**src/hdl/icr_div.sv**
```systemverilog
`default_nettype none

// Pipelined restoring divider. hi_i must be below div_i; lo_i is shifted in
// MSB first, one quotient bit per step.
module icr_div #(
  parameter int unsigned DW    = 16,
  parameter int unsigned QW    = 17,
  parameter int unsigned STEPS = 2
) (
  input  logic          clk_i,
  input  logic          en_i,
  input  logic [DW-1:0] hi_i,
  input  logic [QW-1:0] lo_i,
  input  logic [DW-1:0] div_i,
  output logic [QW-1:0] q_o
);

  localparam int unsigned NSTG = (QW + STEPS - 1) / STEPS;

  logic [DW-1:0] rem_q [NSTG];
  logic [DW-1:0] dv_q  [NSTG];
  logic [QW-1:0] lo_q  [NSTG];
  logic [QW-1:0] q_q   [NSTG];

  for (genvar g = 0; g < NSTG; g++) begin : g_stg
    logic [DW-1:0] rem_in, dv_in, rem_nx;
    logic [QW-1:0] lo_in, q_in, lo_nx, q_nx;
    logic [DW:0]   trial;

    if (g == 0) begin : g_first
      assign rem_in = hi_i;
      assign dv_in  = div_i;
      assign lo_in  = lo_i;
      assign q_in   = '0;
    end else begin : g_next
      assign rem_in = rem_q[g-1];
      assign dv_in  = dv_q[g-1];
      assign lo_in  = lo_q[g-1];
      assign q_in   = q_q[g-1];
    end

    always_comb begin
      rem_nx = rem_in;
      lo_nx  = lo_in;
      q_nx   = q_in;
      trial  = '0;
      for (int j = 0; j < STEPS; j++) begin
        if (g * STEPS + j < QW) begin
          trial = {rem_nx, lo_nx[QW-1]};
          lo_nx = lo_nx << 1;
          if (trial >= {1'b0, dv_in}) begin
            trial = trial - {1'b0, dv_in};
            q_nx  = {q_nx[QW-2:0], 1'b1};
          end else begin
            q_nx  = {q_nx[QW-2:0], 1'b0};
          end
          rem_nx = trial[DW-1:0];
        end
      end
    end

    always_ff @(posedge clk_i) begin
      if (en_i) begin
        rem_q[g] <= rem_nx;
        dv_q[g]  <= dv_in;
        lo_q[g]  <= lo_nx;
        q_q[g]   <= q_nx;
      end
    end
  end

  assign q_o = q_q[NSTG-1];

endmodule

`default_nettype wire

```
**config.mk**
```make
export PLATFORM = sky130hd
export DESIGN_NAME = icr_div
export DESIGN_NICKNAME = d
export VERILOG_FILES = /design/src/hdl/icr_div.sv
export SDC_FILE = /design/constraint.sdc
export NUM_CORES = 1
export LEC_CHECK = 0
export BUFFER_PORTS_ARGS = -buffer_cell sky130_fd_sc_hd__buf_2
export CORE_MARGIN = 3
export CORE_UTILIZATION = 40
export DETAILED_ROUTE_END_ITERATION = 16
export RECOVER_POWER = 50
export SETUP_SLACK_MARGIN = 0.15
export SYNTH_ARGS = -nofsm -noshare
export SYNTH_HDL_FRONTEND = slang
export SYNTH_SLANG_ARGS = --single-unit
```
**constraint.sdc**
```tcl
create_clock -name clk_i -period 7.14 [get_ports clk_i]
set_input_delay 0.357 -clock clk_i [delete_from_list [all_inputs] [get_ports clk_i]]
set_output_delay 0.357 -clock clk_i [all_outputs]
set_load 0.1 [all_outputs]
```
# Word-level counts from Yosys, hierarchy flattened
# Memories as Yosys holds them, arrays and structs flattened.
# Index checks and enable logic that the tools add are counted.
[op_classes]
n_lt_le_gt_ge = 17
mux = 36
n_addsub = 17
[ops]
columns = ["operator", "count"]
rows = [
  ["$ge 17x16->1", 17],
  ["$mux 16", 17],
  ["$sub 16x16->16", 17],
  ["$mux 1", 19],
]
[totals]
mem_bits_rw = 585
regBits = 0
out_inout_bits = 17
mem_count = 4
[memory_table]
columns = ["name", "depth", "width", "read_ports", "rd_ports_with_merged_regs", "wr", "line", "rtl"]
rows = [
  ["q_q", 9, 17, 9, 0, 9, "23", "logic [QW-1:0] q_q [NSTG];"],
  ["dv_q", 9, 16, 8, 0, 9, "21", "logic [DW-1:0] dv_q [NSTG];"],
  ["lo_q", 9, 16, 8, 0, 9, "22", "logic [QW-1:0] lo_q [NSTG];"],
  ["rem_q", 9, 16, 8, 0, 9, "20", "logic [DW-1:0] rem_q [NSTG];"],
]

# Logic depth before layout (Yosys ltp)
# Gate-level depths: netlist of the first run.
# An unclocked memory read counts as a cell.
[logic_depth]
ltp_word = 5
mapped_depth = 24
mapped_depth_nobuf = 21

# Least setup slack after synthesis of the first run
# No wires, ideal clock.
[synth_timing]
kind = "reg2reg"
from = "memory rem_q[6][8], in the netlist rem_q[0][104]"
to = "memory rem_q[7][7], in the netlist rem_q[0][119], data pin"
t_required_ns = 6.880
path_stages_with_launch = 21
n_path_buf = 3
path_slack_ns = 1.552
synth_period_minus_slack_ns = 5.588
arrival_ns = 5.328
path_cell_list = "edfxtp_1 > ha_1 > buf_2 > nand4_1 > or3_1 > or4_1 > and3_1 > a31oi_4 > buf_2 > nor2_1 > a21oi_1 > ha_1 > nor2b_4 > o211ai_2 > a21oi_2 > o41a_1 > a211o_1 > a311o_1 > a211oi_4 > buf_12 > mux2_4"
[synth_lines]
columns = ["element", "line"]
rows = [
  ["start: declaration", "20"],
]

==> summary.md, run 1 <==
| Metric | Value |
|---|---|
| Ports | 68 |
| GP Congestion | 0.891 |
| Later-pin clock latency in the skew report | 590 ps |
| Worst path bufs/invs | 3 |
| Final setup TNS | 0 ps |
| Hold path cells | 3 |
| Filler Cell Count | 6371 |
| Core area | 0.0688 mm² |
| GRT Total Usage | 19.1% |
| Drt first pass iters | 7 |
| Syn_area_per_cell | 10.9 µm² |
| Most common flop cell mapped by yosys | edfxtp_1 |
| RSZ-0062 raised after global routing | no |
| Failing checks | capacitance limit, slew limit |
| Max-cap violation count | 1 |
| Fmax achieved | 152 MHz |
| Row cnt | 96 |
| Most common cell after layout, fill and taps aside | edfxtp_1 |
| Num CTS Buffers | 48 |
| Port buffer count | 67 |
| Clk root buf | clkbuf_16 |
| Kind of cell adding the most delay to the critical path | compound AO/OA/AOI/OAI gates |
| Post-route clock period utilization | 92.0% |
| Least-Margin Pin Slew | 5780 ps |
| Clock slew at reported path FFs | 60 ps |
| Drt total wl | 70800 µm |
| Final Skew | 17.1 ps |
| Crit Path Max Fanout | 22 |
| Initial core utilization | 40.5% |
| Vias post-DR | 20100 |
| Final ANT Viol Nets | 0 |
| Post-detailed-route wirelength per cell | 19.4 µm |
| Core Util, Final | 45.5% |
| Arr. time, crit path | 6900 ps |
| Largest net degree at the start of global routing | 158 |
| Die span in x | 270 µm |
| R2R Path End | rem_q[0][59]$_DFFE_PP_ |
| Syn Nets | 2900 |
| R2R cell count | 19 |
| WP data required | 7470 ps |
| Final setup vio count | 0 |
| Final layout net count | 3024 |
| Post-synth EDFFs | 409 |
| Commonest non-fill, non-tap cells in the layout | edfxtp_1 (409), ha_1 (272), inv_1 (235) |
| Hpwl dp | 55300 µm |
| Final Hold Viols | 0 |
| Register bit total from synthesis | 409 |
| Number of global-route vias before repair | 20500 |
| Count of different cell masters after synthesis | 90 |
| Die Ht | 270 µm |
| Critical path class | reg2reg |
| Layout cells sized above 1 | 12.4% |
| Sequential element share of the synthesized area | 44.0% |
| Die Area | 0.0730 mm² |
| Worst-case clock buffer depth | 3 |
| First-pass GRT wire length | 112000 µm |
| Cell count after synthesis | 2561 |
| Worst Hold Path EP | rem_q[0][0]$_DFFE_PP_ |
| Synthesized area | 0.0279 mm² |
| FF-to-FF Start | dv_q[0][35]$_DFFE_PP_ |
| Synth Warn # | 0 |
| CTS tree | done |
| First-iteration detailed-routing DRC count | 1459 |
| Clock sink count | 409 |
| H-tree depth | 2 |
| Async SR Flop Fraction | 0% |
| CP peak stage delay | 730 ps |
| Status | complete, but fails checks |
| Vias per inst | 5.50 |
| Gr ovfl total | 0 |
| Post-route DRC | 0 |
| Hold Path Class | in2reg |
| Area grow syn2layout | 12.2% |
| CP startpoint kind | register |
| Most Frequent Cell on Critical Path | a21oi_1 |
| Worst path cell trace | inv_1, ha_1, a21oi_1, nor2b_1, or3_1, nor4_1, o211a_1, inv_1, a21oi_1, ha_1, nor2b_1, o31ai_1, a21oi_1, a2111oi_1, o21ai_0, nand2_1, nor3b_4, buf_12, mux2_2 |
| Max-slew headroom | -285% |
| Worst setup EP type | register |
| Initial antenna violation count | 1 |
| Pins over their slew limit | 106 |
| Worst R2R Setup Slack | 570 ps |
| HP Start | lo_i[15] |
| Slowest CP cell | a2111oi_1 |
| Final min period | 6570 ps |
[Yosys cell counts, types with 17 or more instances]
cell type  number  share of area (%)
nand2b_1       30               0.67
a21o_1         72                1.9
edfxtp_1      409                 44
nor2b_1        33               0.74
nor3_1         41               0.74
ha_1          272                 12
nand4_1        33               0.74
o211ai_1       21               0.57
nor2_1        159                2.1
o21a_1         48                1.3
a21oi_1       173                3.1
clkbuf_1       20               0.27
mux2i_1        22               0.79
nand2_1       124                1.7
o31ai_1        17               0.46
xor2_1         52                1.6
o21bai_1       26               0.70
mux2_2        141                5.7
a211oi_1       24               0.65
and3_1         22               0.49
o21ai_0       130                2.3
inv_1         235                3.2
a31oi_1        20               0.45
xnor2_1       125                3.9
nand3_1        41               0.74
[sequential cells by signal, summed over array words and instances (netlist names)]
| signal | flops |
|---|---|
| lo_q | 64 |
| rem_q | 128 |
| dv_q | 128 |
| q_q | 89 |
[how the worst max path moves through the flow]
stage / startpoint / end / slack, ps / depth (start not counted)
after floorplan: rem_q[0][104]$_DFFE_PP_ / rem_q[0][119]$_DFFE_PP_ / 1550 / 20
after global placement: dv_q[0][33]$_DFFE_PP_ / rem_q[0][59]$_DFFE_PP_ / 230 / 18
after detailed placement: dv_q[0][33]$_DFFE_PP_ / rem_q[0][59]$_DFFE_PP_ / 160 / 18
after CTS: dv_q[0][33]$_DFFE_PP_ / rem_q[0][59]$_DFFE_PP_ / 160 / 18
after global routing: dv_q[0][33]$_DFFE_PP_ / rem_q[0][61]$_DFFE_PP_ / 180 / 19
final: dv_q[0][35]$_DFFE_PP_ / rem_q[0][59]$_DFFE_PP_ / 570 / 19
[routing by layer]
layer / track usage, % / wire length (µm) / up-vias
met5: 0 / 0 / -
met4: 8.11 / 2960 / 0
met3: 2.30 / 2410 / 148
met2: 35.3 / 36700 / 463
met1: 22.4 / 28700 / 9629
li1: - / - / 9862
[cell type report]
cell class | count | area (µm²) | area share [%]
tap | 931 | 1160 | 3.72
inverter | 236 | 886 | 2.83
sequential | 409 | 12300 | 39.2
clock inverter | 35 | 418 | 1.33
timing repair buffer | 114 | 768 | 2.45
clock buffer | 52 | 1240 | 3.95
multi-input combinational | 1876 | 14500 | 46.5
antenna | 1 | 2.50 | 0.00799
[worst reg2reg max path: cells and delay by family, from the launching register on]
kind	cells	cell delay [ps]
AO/OA/AOI/OAI	7	2770
adder cells (fa/ha/maj)	2	640
buffers and inverters	3	810
flip-flops	1	450
multiplexers	1	360
AND/OR/NAND/NOR	6	1300
[repair_timing]
| action | in CTS | in global routing |
|---|---|---|
| hold buffers | 31 | 0 |
| resized for setup | 0 | 1 |
| endpoints found under the setup margin | 0 | 19 |
| buffers inserted | 0 | 2 |
| hold endpoints to repair | 31 | 0 |
[logic make-up after synthesis]
family / share of synthesized area [%]
AO/OA/AOI/OAI: 16.5
buffers and inverters: 3.87
adder cells (fa/ha/maj): 13.3
XOR/XNOR: 5.56
multiplexers: 6.84
AND/OR/NAND/NOR: 9.87
flip-flops: 44.0
[through the flow]
stage,setup slack [ps],cell area [µm²],hold slack (ps),cells
floorplan,1550,27900,400,2561
CTS,161,31300,120,3651
finish,569,31300,164,3654
detailed placement,162,29300,405,3533
global placement,230,29300,400,3533
global route,178,31300,171,3653
Power of run 1 is left out: the tool's default activity adds up to more than one toggle a clock period on the data nets, which glitch-free logic cannot reach.
==> inputs of run 2 (changes only) <==
--- a/config.mk
+++ b/config.mk
@@ -6,9 +6,12 @@
 export NUM_CORES = 1
 export LEC_CHECK = 0
 export BUFFER_PORTS_ARGS = -buffer_cell sky130_fd_sc_hd__buf_2
+export CELL_PAD_IN_SITES_DETAIL_PLACEMENT = 0
+export CELL_PAD_IN_SITES_GLOBAL_PLACEMENT = 2
 export CORE_MARGIN = 3
 export CORE_UTILIZATION = 40
 export DETAILED_ROUTE_END_ITERATION = 16
+export PLACE_DENSITY_LB_ADDON = 0.1
 export RECOVER_POWER = 50
 export SETUP_SLACK_MARGIN = 0.15
 export SYNTH_ARGS = -nofsm -noshare
==> run 2 against run 1 <==
Worst hold slack gained 48 ps. The flow still finishes with violations (capacitance limit, slew limit). Routed wire length grew 1.7%. Critical path depth shrank 2. Critical endpoint is now rem_q[0][82]$_DFFE_PP_. First-iteration DRC count shrank 16%. Critical path type unchanged. Global-route usage grew 0.32 points. Highest routed layer unchanged.
==> summary.md, run 2 (same netlist as run 1, synthesis figures left out) <==
| Metric | Value |
|---|---|
| Status | complete, but fails checks |
| Failing checks | capacitance limit, slew limit |
| Worst Hold Path EP | rem_q[0][0]$_DFFE_PP_ |
| GP Congestion | 0.878 |
| Max-cap violation count | 3 |
| Hpwl dp | 56800 µm |
| WP data required | 7480 ps |
| Final layout net count | 3027 |
| Initial antenna violation count | 2 |
| CTS tree | done |
| Core area | 0.0688 mm² |
| Fmax achieved | 162 MHz |
| Final setup TNS | 0 ps |
| FF-to-FF Start | dv_q[0][65]$_DFFE_PP_ |
| Later-pin clock latency in the skew report | 590 ps |
| Biggest regs | dv_q x128, rem_q x128, q_q x89 |
| Layout cells sized above 1 | 12.6% |
| Die Area | 0.0730 mm² |
| Post-detailed-route wirelength per cell | 19.7 µm |
| Commonest non-fill, non-tap cells in the layout | edfxtp_1 (409), ha_1 (272), inv_1 (235) |
| Clk root buf | clkbuf_16 |
| Ports | 68 |
| Pins over their slew limit | 414 |
| Area grow syn2layout | 12.0% |
| Ant. Diodes | 0 |
| Worst setup EP type | register |
| Port buffer count | 67 |
| Hold path cells | 3 |
| Drt total wl | 72100 µm |
| First-iteration detailed-routing DRC count | 1220 |
| GRT Total Usage | 19.5% |
| Most common cell after layout, fill and taps aside | edfxtp_1 |
| Hold Path Class | in2reg |
| Num CTS Buffers | 48 |
| First-pass GRT wire length | 112000 µm |
| Die span in x | 270 µm |
| Number of global-route vias before repair | 19800 |
| Final min period | 6160 ps |
| Worst R2R Setup Slack | 980 ps |
| Clock slew at reported path FFs | 60 ps |
| Final ANT Viol Nets | 0 |
| Largest net degree at the start of global routing | 176 |
| Final Hold Viols | 0 |
| Max-slew headroom | -156% |
| Vias post-DR | 19800 |
| Row cnt | 96 |
| Least-Margin Pin Slew | 3840 ps |
| RSZ-0062 raised after global routing | no |
| Post-route clock period utilization | 86.3% |
| Clock sink count | 409 |
| Arr. time, crit path | 6500 ps |
| R2R cell count | 17 |
| Vias per inst | 5.41 |
| Crit Path Max Fanout | 17 |
| Filler Cell Count | 6479 |
| R2R Path End | rem_q[0][82]$_DFFE_PP_ |
| HP Start | lo_i[15] |
| Gr ovfl total | 0 |
| Post-route DRC | 0 |
| Critical path class | reg2reg |
| Worst-case clock buffer depth | 3 |
| Initial core utilization | 40.5% |
| H-tree depth | 2 |
| Final Skew | 14.2 ps |
| CP startpoint kind | register |
| Final setup vio count | 0 |
| Drt first pass iters | 5 |
| Die Ht | 270 µm |
## run 2: repair_timing
| action | in CTS | in global routing |
|---|---|---|
| resized for setup | 0 | 0 |
| setup endpoints to repair | 0 | 2 |
| buffers inserted | 0 | 2 |
| hold buffers | 31 | 0 |
| endpoints found under the hold margin | 31 | 0 |
## run 2: metrics by stage
step	worst slack [ps]	instance area [µm²]	utilization [%]	std cells	hold WS [ps]
final	977	31300	45.4	3656	212
after global routing	527	31300	45.4	3656	220
after CTS	534	31300	45.4	3654	184
after detailed placement	559	29400	42.7	3536	405
after global placement	518	29400	42.7	3536	401
after floorplan	1550	27900	-	2561	400
## run 2: how the worst max path moves through the flow
stage                                  from                 endpoint  cells after the start
floorplan           rem_q[0][104]$_DFFE_PP_  rem_q[0][119]$_DFFE_PP_                     20
finish                dv_q[0][65]$_DFFE_PP_   rem_q[0][82]$_DFFE_PP_                     17
global route          dv_q[0][65]$_DFFE_PP_   rem_q[0][82]$_DFFE_PP_                     17
CTS                   dv_q[0][33]$_DFFE_PP_   rem_q[0][60]$_DFFE_PP_                     19
global placement      dv_q[0][33]$_DFFE_PP_   rem_q[0][60]$_DFFE_PP_                     19
detailed placement    dv_q[0][33]$_DFFE_PP_   rem_q[0][60]$_DFFE_PP_                     19
## run 2: critical path, cell delays in order (launching register included)
cell      delay [ps]
edfxtp_1         400
inv_1            200
ha_1             280
nor2b_1          140
o31ai_1          390
nand3b_1         250
a21bo_2          280
o22a_1           180
a211o_1          570
mux2_2           400
ha_1             350
o21ai_0          120
a21boi_0         430
o31ai_1          200
or2_2            320
a31oi_1          250
a221o_1          720
mux2_2           410
## run 2: cell type report
class | instances | area, µm² | area share, %
Multi-Input combinational cell | 1876 | 14500 | 46.5
Sequential cell | 409 | 12300 | 39.3
Clock buffer | 50 | 1230 | 3.94
Tap cell | 931 | 1160 | 3.73
Inverter | 236 | 886 | 2.83
Timing Repair Buffer | 117 | 781 | 2.50
Clock inverter | 37 | 364 | 1.17
## run 2: routing by layer
| metal | track usage (%) | share of wire (%) | routed length, µm |
|---|---|---|---|
| met1 | 24.3 | 43 | 31300 |
| met2 | 35.3 | 51 | 36600 |
| met3 | 2.03 | 2.8 | 2030 |
| met4 | 6.19 | 3.0 | 2150 |
| met5 | 0 | 0 | 0 |
Power of run 2 is left out for the same reason.
